--- src/mta_pkg.sv ---
`timescale 1ns / 1ps
// ----------------------------------------------------------------------------
// mta_pkg
// Shared types and constants of the 4x4 transform accumulator: control of the
// shared multiply-accumulate unit, angle reduction and cordic constants.
// ----------------------------------------------------------------------------
package mta_pkg;

  typedef struct packed {
    logic init;  // load accumulator with init value
    logic mul;   // register a product
    logic add;   // add registered product to accumulator
    logic rnd;   // round the product to fixed point before adding
  } mac_ctl_t;

  localparam int unsigned CORDIC_ITERS = 30;
  localparam logic signed [33:0] CORDIC_X0 = 34'sh026DD3B6A;
  localparam logic [31:0] RED_MULT = 32'hA2F9836E;
  localparam logic signed [33:0] QUARTER_TURN = 34'sh040000000;
  localparam logic signed [33:0] HALF_TURN = 34'sh080000000;

  // arctangent of 2^-i in 2^-32 turns
  function automatic logic [31:0] atan_turns(input logic [4:0] i);
    logic [31:0] v;
    case (i)
      5'd0:  v = 32'h20000000;
      5'd1:  v = 32'h12E4051E;
      5'd2:  v = 32'h09FB385B;
      5'd3:  v = 32'h051111D4;
      5'd4:  v = 32'h028B0D43;
      5'd5:  v = 32'h0145D7E1;
      5'd6:  v = 32'h00A2F61E;
      5'd7:  v = 32'h00517C55;
      5'd8:  v = 32'h0028BE53;
      5'd9:  v = 32'h00145F2F;
      5'd10: v = 32'h000A2F98;
      5'd11: v = 32'h000517CC;
      5'd12: v = 32'h00028BE6;
      5'd13: v = 32'h000145F3;
      5'd14: v = 32'h0000A2FA;
      5'd15: v = 32'h0000517D;
      5'd16: v = 32'h000028BE;
      5'd17: v = 32'h0000145F;
      5'd18: v = 32'h00000A30;
      5'd19: v = 32'h00000518;
      5'd20: v = 32'h0000028C;
      5'd21: v = 32'h00000146;
      5'd22: v = 32'h000000A3;
      5'd23: v = 32'h00000051;
      5'd24: v = 32'h00000029;
      5'd25: v = 32'h00000014;
      5'd26: v = 32'h0000000A;
      5'd27: v = 32'h00000005;
      5'd28: v = 32'h00000003;
      5'd29: v = 32'h00000001;
      default: v = 32'h00000000;
    endcase
    return v;
  endfunction

endpackage

--- src/mta_mac.sv ---
`timescale 1ns / 1ps
// ----------------------------------------------------------------------------
// mta_mac
// Shared 33x33 signed multiplier with registered product and a 64-bit
// accumulator; products are added raw or rounded half up to fixed point.
// ----------------------------------------------------------------------------
module mta_mac import mta_pkg::*; #(
  parameter int FRAC_BITS = 16
) (
  input  logic               clk,
  input  mac_ctl_t           ctl,
  input  logic [63:0]        init_val,
  input  logic signed [32:0] op_a,
  input  logic signed [32:0] op_b,
  output logic [63:0]        acc
);

  localparam logic signed [65:0] HALF = 66'sd1 <<< (FRAC_BITS - 1);

  logic signed [65:0] prod_r;
  logic signed [65:0] rnd_sum;
  logic [63:0]        acc_r;
  logic [63:0]        term;

  assign rnd_sum = prod_r + HALF;
  assign term    = ctl.rnd ? 64'(rnd_sum >>> FRAC_BITS) : prod_r[63:0];
  assign acc     = acc_r;

  always_ff @(posedge clk) begin
    if (ctl.mul) begin
      prod_r <= op_a * op_b;
    end
    if (ctl.init) begin
      acc_r <= init_val;
    end else if (ctl.add) begin
      acc_r <= acc_r + term;
    end
  end

endmodule

--- config.mk ---
export PLATFORM = sky130hd
export DESIGN_NAME = mta_mac
export DESIGN_NICKNAME = d
export VERILOG_FILES = /design/src/mta_pkg.sv /design/src/mta_mac.sv
export SDC_FILE = /design/constraint.sdc
export NUM_CORES = 2
export LEC_CHECK = 0
export ABC_AREA = 1
export BUFFER_PORTS_ARGS = -buffer_cell sky130_fd_sc_hd__buf_2
export CAP_MARGIN = 30
export CORE_MARGIN = 3
export CORE_UTILIZATION = 51
export CTS_CLUSTER_DIAMETER = 120
export CTS_CLUSTER_SIZE = 16
export DETAILED_ROUTE_END_ITERATION = 16
export PLACE_DENSITY_LB_ADDON = 0.2
export SETUP_SLACK_MARGIN = 0.05
export SYNTH_ARGS = -nofsm -noshare
export SYNTH_HDL_FRONTEND = slang
export SYNTH_SLANG_ARGS = --single-unit
--- constraint.sdc ---
create_clock -name clk -period 11.7 [get_ports clk]
set_input_delay 0.585 -clock clk [delete_from_list [all_inputs] [get_ports clk]]
set_output_delay 0.585 -clock clk [all_outputs]
set_load 0.02 [all_outputs]
# ---- After elaboration in Yosys (flattened, before gate mapping)
# Index checks and enable logic that the tools add are counted.
# W data, S select, Z words.
dict set report totals {
  ff_bits 130
  input_bits 135
  output_inout_bits 64
  word_cells 9
}
dict set report classes {
  addsub 2
  multipliers 1
  mux 3
  reduce_logical 1
}
# op n
set ops {}
lappend ops {{$mux W64} 3}
lappend ops {{$add A66 B17 Y66 const B} 1}
lappend ops {{$mul A33 B33 Y66} 1}
lappend ops {{$add A64 B64 Y64} 1}
lappend ops {{$reduce_bool A2 Y1} 1}

# ---- Longest topological paths before layout
dict set report logic_depth {
  ltp_word 5
  depth_mapped 33
  ltp_nobuf 31
}

# ---- Worst setup path after synthesis
# OpenSTA, ideal clock, no wires.
dict set report synth_timing {
  path_kind {input to register}
  from {input port op_a[32]}
  to {register prod_r[63], data pin}
  setup_ns 0.252
  arrival_ns 7.334
  t_required_ns 11.448
  setup_slack_ns 4.113
  stages 24
  n_path_buf 2
  path_cell_list {clkbuf_1 clkbuf_1 nand2_1 inv_1 fa_1 fa_1 fa_1 fa_1 inv_1 fa_1 fa_1 fa_1 fa_1 inv_1 ha_1 a21o_1 a21boi_0 o21ai_0 nand3_1 o2111ai_1 a21oi_1 nand2_1 nand2_1 nand2_1}
}
dict set report synth_between {
  elab_chain_len 1
}
# element line_no
set synth_lines {}
lappend synth_lines {{start, declared} mta_mac.sv:13} ;# input logic signed [32:0] op_a,
lappend synth_lines {{$mul A33 B33 Y66} mta_mac.sv:31} ;# prod_r <= op_a * op_b;
lappend synth_lines {{end signal, assigned} mta_mac.sv:31}
lappend synth_lines {{end, declared} mta_mac.sv:20} ;# logic signed [65:0] prod_r;
# Every way passes these cells.
# A chain may end at the register's enable or synchronous reset.

# ---- Worst setup path after layout
dict set report layout_timing {
  from {input port op_a[32]}
  to {register prod_r[55], data pin}
}
# The elaborated chain is that of the path after synthesis.

==> summary.txt <==
Run status
  • Outcome: complete, no violations

Critical path
  • CP Capture Type: register
  • Reg-to-reg setup timing slack: 6.82 ns
  • CP max stage delay: 1.24 ns
  • Critical Path Start: op_a[32]
  • Worst setup path end: prod_r[55]
  • Crit path cell chain: buf_2, nand2_1, inv_1, fa_1, fa_1, fa_1, fa_1, inv_1, fa_1, fa_1, fa_1, fa_1, inv_1, ha_1, nand2_1, nor2_1, inv_1, nor2_1, inv_1, nor2_1, nand4_1, nand4_1, nand2_1
  • CP Data Required Time: between 10 and 15 ns
  • Crit path top cell by count: fa_1
  • FF-to-FF Start: prod_r[15]
  • RR Endpoint: acc[61]
  • Largest fanout on the critical path: 33
  • Critical path's slowest cell: fa_1
  • Worst R2R Path Depth: 17
  • Crit Path Class: in2reg
  • Startpoint types: primary input
  • CP arrival: 8.55 ns

Yosys
  • Netlist area before placement: 52500 µm²
  • Post-Synth Adder-Cell Area: 0.504
  • EDFF count, synth: 130
  • Ys Warns: 0
  • Post-synth ARST share: 0
  • Largest family of logic cells by synthesized area: adder cells
  • Syn_nets: 8502
  • Cell variety after synth: 46
  • Post-synthesis xor/xnor area fraction: 0.0165
  • Synth Area in Simple Gates: 0.196
  • Cells after synthesis: 6940
  • Synth Flop Type: edfxtp_1
  • Compound-gate portion of the synthesized area: 0.0438
  • Avg Cell Area, Syn: 7.56 µm²
  • Top-area cell type share of the netlist area: 0.437
  • Top cells by area, synth: fa_1 (44%), inv_1 (14%), nand2_1 (13%)
  • Multiplexer share of the synthesized area: 0
  • Largest area contributor in the netlist: fa_1
  • Post-synthesis sequential area ratio: 0.0744
  • Seq cells post-synth: 130

Global route
  • Met2 Use GR: 0.525
  • Vias in the first global route: 45900
  • GRT overflow: 0
  • Global Route met3 Usage: 0.0330
  • First-pass GRT wire length: 255000 µm
  • Met1 Resource Use GR: 0.420
  • Most used routing layer: met2
  • Largest net degree at the start of global routing: 73
  • Initial antenna violation count: 4
  • GR Util All Layers: 0.306

Clocking
  • CTS root buffer: clkbuf_16
  • Post-CTS Setup Inserts: 0
  • H-Tree Depth: 4
  • Clk sinks: 130
  • Worst-Skew Late Latency: between 0.4 and 0.5 ns
  • CTS Hold Buffers Added: 0
  • CTS max path bufs: 2
  • Post_cts resized: 0
  • CTS buffer count: 17
  • Clock transition at path regs: about 0.060 ns
  • CTS tree: built

Final layout
  • Share of cells above drive strength 1: 0.0453
  • Area Growth Syn to Fin: 4.69%
  • Utilization after layout: 0.539
  • Fin nets: 8462
  • Fin cells: ~8300

Run
  • MaxCap Viol Count: 0

Worst hold path
  • Origin of the worst min-delay path: init_val[62]
  • Worst min path class: in2reg

Routing
  • Detailed-route DRC error count: 0
  • Vias: 43000
  • Iteration-0 DRC Markers: between 3000 and 4000
  • Via-to-Cell Ratio: 5.19
  • WL/cell: 19.1 µm
  • Drt first pass iters: 7
  • Final ANT Viol Nets: 0
  • Final WL: 158000 µm

STA
  • Fmax: roughly 120 MHz
  • Final Slew Violations: 0
  • Relative slew margins: 0.325
  • Setup Total Neg Slack: 0 ns
  • Unrepaired setup endpoints after global routing: no
  • Worst-Margin Slew: 1.01 ns
  • Final hold viol count: 0
  • Clk_skew: 0.0159 ns
  • Fin crit period: around 8.3 ns
  • # setup viols final: 0
  • Final period utilization: 0.713

Floorplanning
  • Die W: between 300 and 400 µm
  • Die Footprint: 107000 µm²
  • Chip Height: between 300 and 400 µm
  • Number of placement rows: around 120
  • Initial Util: 0.515
  • Total core area: just over 100000 µm²
  • I/O pin count: about 200

Place
  • RD Place Congestion: approximately 1
  • HPWL Detailed: 135000 µm
  • Port bufs: 198
  • Placed insts: 8249
==> Yosys cell counts, types with 6 or more instances <==
master	number
a21boi_0	7
a21o_1	15
a21oi_1	205
a31oi_1	12
buf_1	6
clkbuf_1	283
edfxtp_1	130
fa_1	1146
ha_1	281
inv_1	2006
inv_2	9
nand2_1	1799
nand3_1	179
nand3b_1	11
nand4_1	44
nor2_1	407
nor3_1	36
nor4_1	16
o21ai_0	129
o21ai_1	21
o21bai_1	21
or2_1	7
or2_2	26
xnor2_1	36
xor2_1	63
==> layout by cell type (no fill, tap or decap), types with 9 or more instances in the layout <==
cell type | netlist | layout
ha_1 | 281 | 281
o21ai_1 | 21 | 21
clkbuf_16 | 0 | 17
inv_1 | 2006 | 2006
inv_2 | 9 | 9
edfxtp_1 | 130 | 130
nand4_1 | 44 | 44
nor3_1 | 36 | 36
nand3_1 | 179 | 179
buf_2 | 1 | 198
or2_2 | 26 | 26
xor2_1 | 63 | 63
nand3b_1 | 11 | 11
fa_1 | 1146 | 1146
a21oi_1 | 205 | 205
o21ai_0 | 129 | 129
a31oi_1 | 12 | 12
nand2_1 | 1799 | 1799
xnor2_1 | 36 | 36
o21bai_1 | 21 | 21
buf_4 | 0 | 32
nor4_1 | 16 | 16
nor2_1 | 407 | 407
a21o_1 | 15 | 15
==> worst min-delay path by stage <==
| stage | to | slack (ns) | depth (start not counted) |
|---|---|---|---|
| after global routing | acc[40] | 0.39 | 3 |
| after global placement | acc[0] | 0.68 | 3 |
| after floorplan | acc[0] | 0.68 | 5 |
| final | acc[62] | 0.40 | 3 |
| after CTS | acc[61] | 0.38 | 3 |
| after detailed placement | acc[0] | 0.67 | 3 |
==> kinds of logic (layout without fill, tap and decap cells) <==
group / after synthesis / count (layout)
buffers and inverters: 2307 / 2280
other: 0 / 2
flip-flops: 130 / 130
adder cells (fa/ha/maj): 1427 / 1427
AO/OA/AOI/OAI: 426 / 426
XOR/XNOR: 99 / 99
AND/OR/NAND/NOR: 2551 / 2551
==> per-stage QoR <==
step / area [µm²] / setup WS, ns / hold WS, ns
4_1_cts: 54900 / 3.35 / 0.376
6_report: 54900 / 3.36 / 0.396
3_5_place_dp: 54300 / 2.87 / 0.672
3_3_place_gp: 54300 / 2.82 / 0.680
5_1_grt: 54900 / 2.94 / 0.393
2_1_floorplan: 52500 / 4.11 / 0.683
==> layer usage <==
layer | wire, µm | part of all wire
met5 | 27 | 0.00017
met4 | 3650 | 0.023
met3 | 9620 | 0.061
met2 | 77200 | 0.49
met1 | 67600 | 0.43
==> flip-flops by register name (all words and copies together) (netlist names) <==
signal  flops
acc        64
prod_r     66
==> area by class of cell <==
class / instances / area, µm²
well taps: 1368 / 1710
flip-flops and latches: 130 / 3900
fillers: 10100 / 47000
clock inverters: 13 / 153
clock buffers: 19 / 433
multi-input cells: 4503 / 39900
diodes: 2 / 5.00
inverters: 2017 / 7570
repair buffers: 231 / 1250
==> critical path: cells and delay by family <==
kind,cells,cell delay [ns]
buffers and inverters,6,1.09
and+or+nand+nor,8,1.37
adders and majority gates,9,5.43
Power is not shown: default switching activity piles up to over one toggle a cycle in this logic, so the estimate is an artifact.
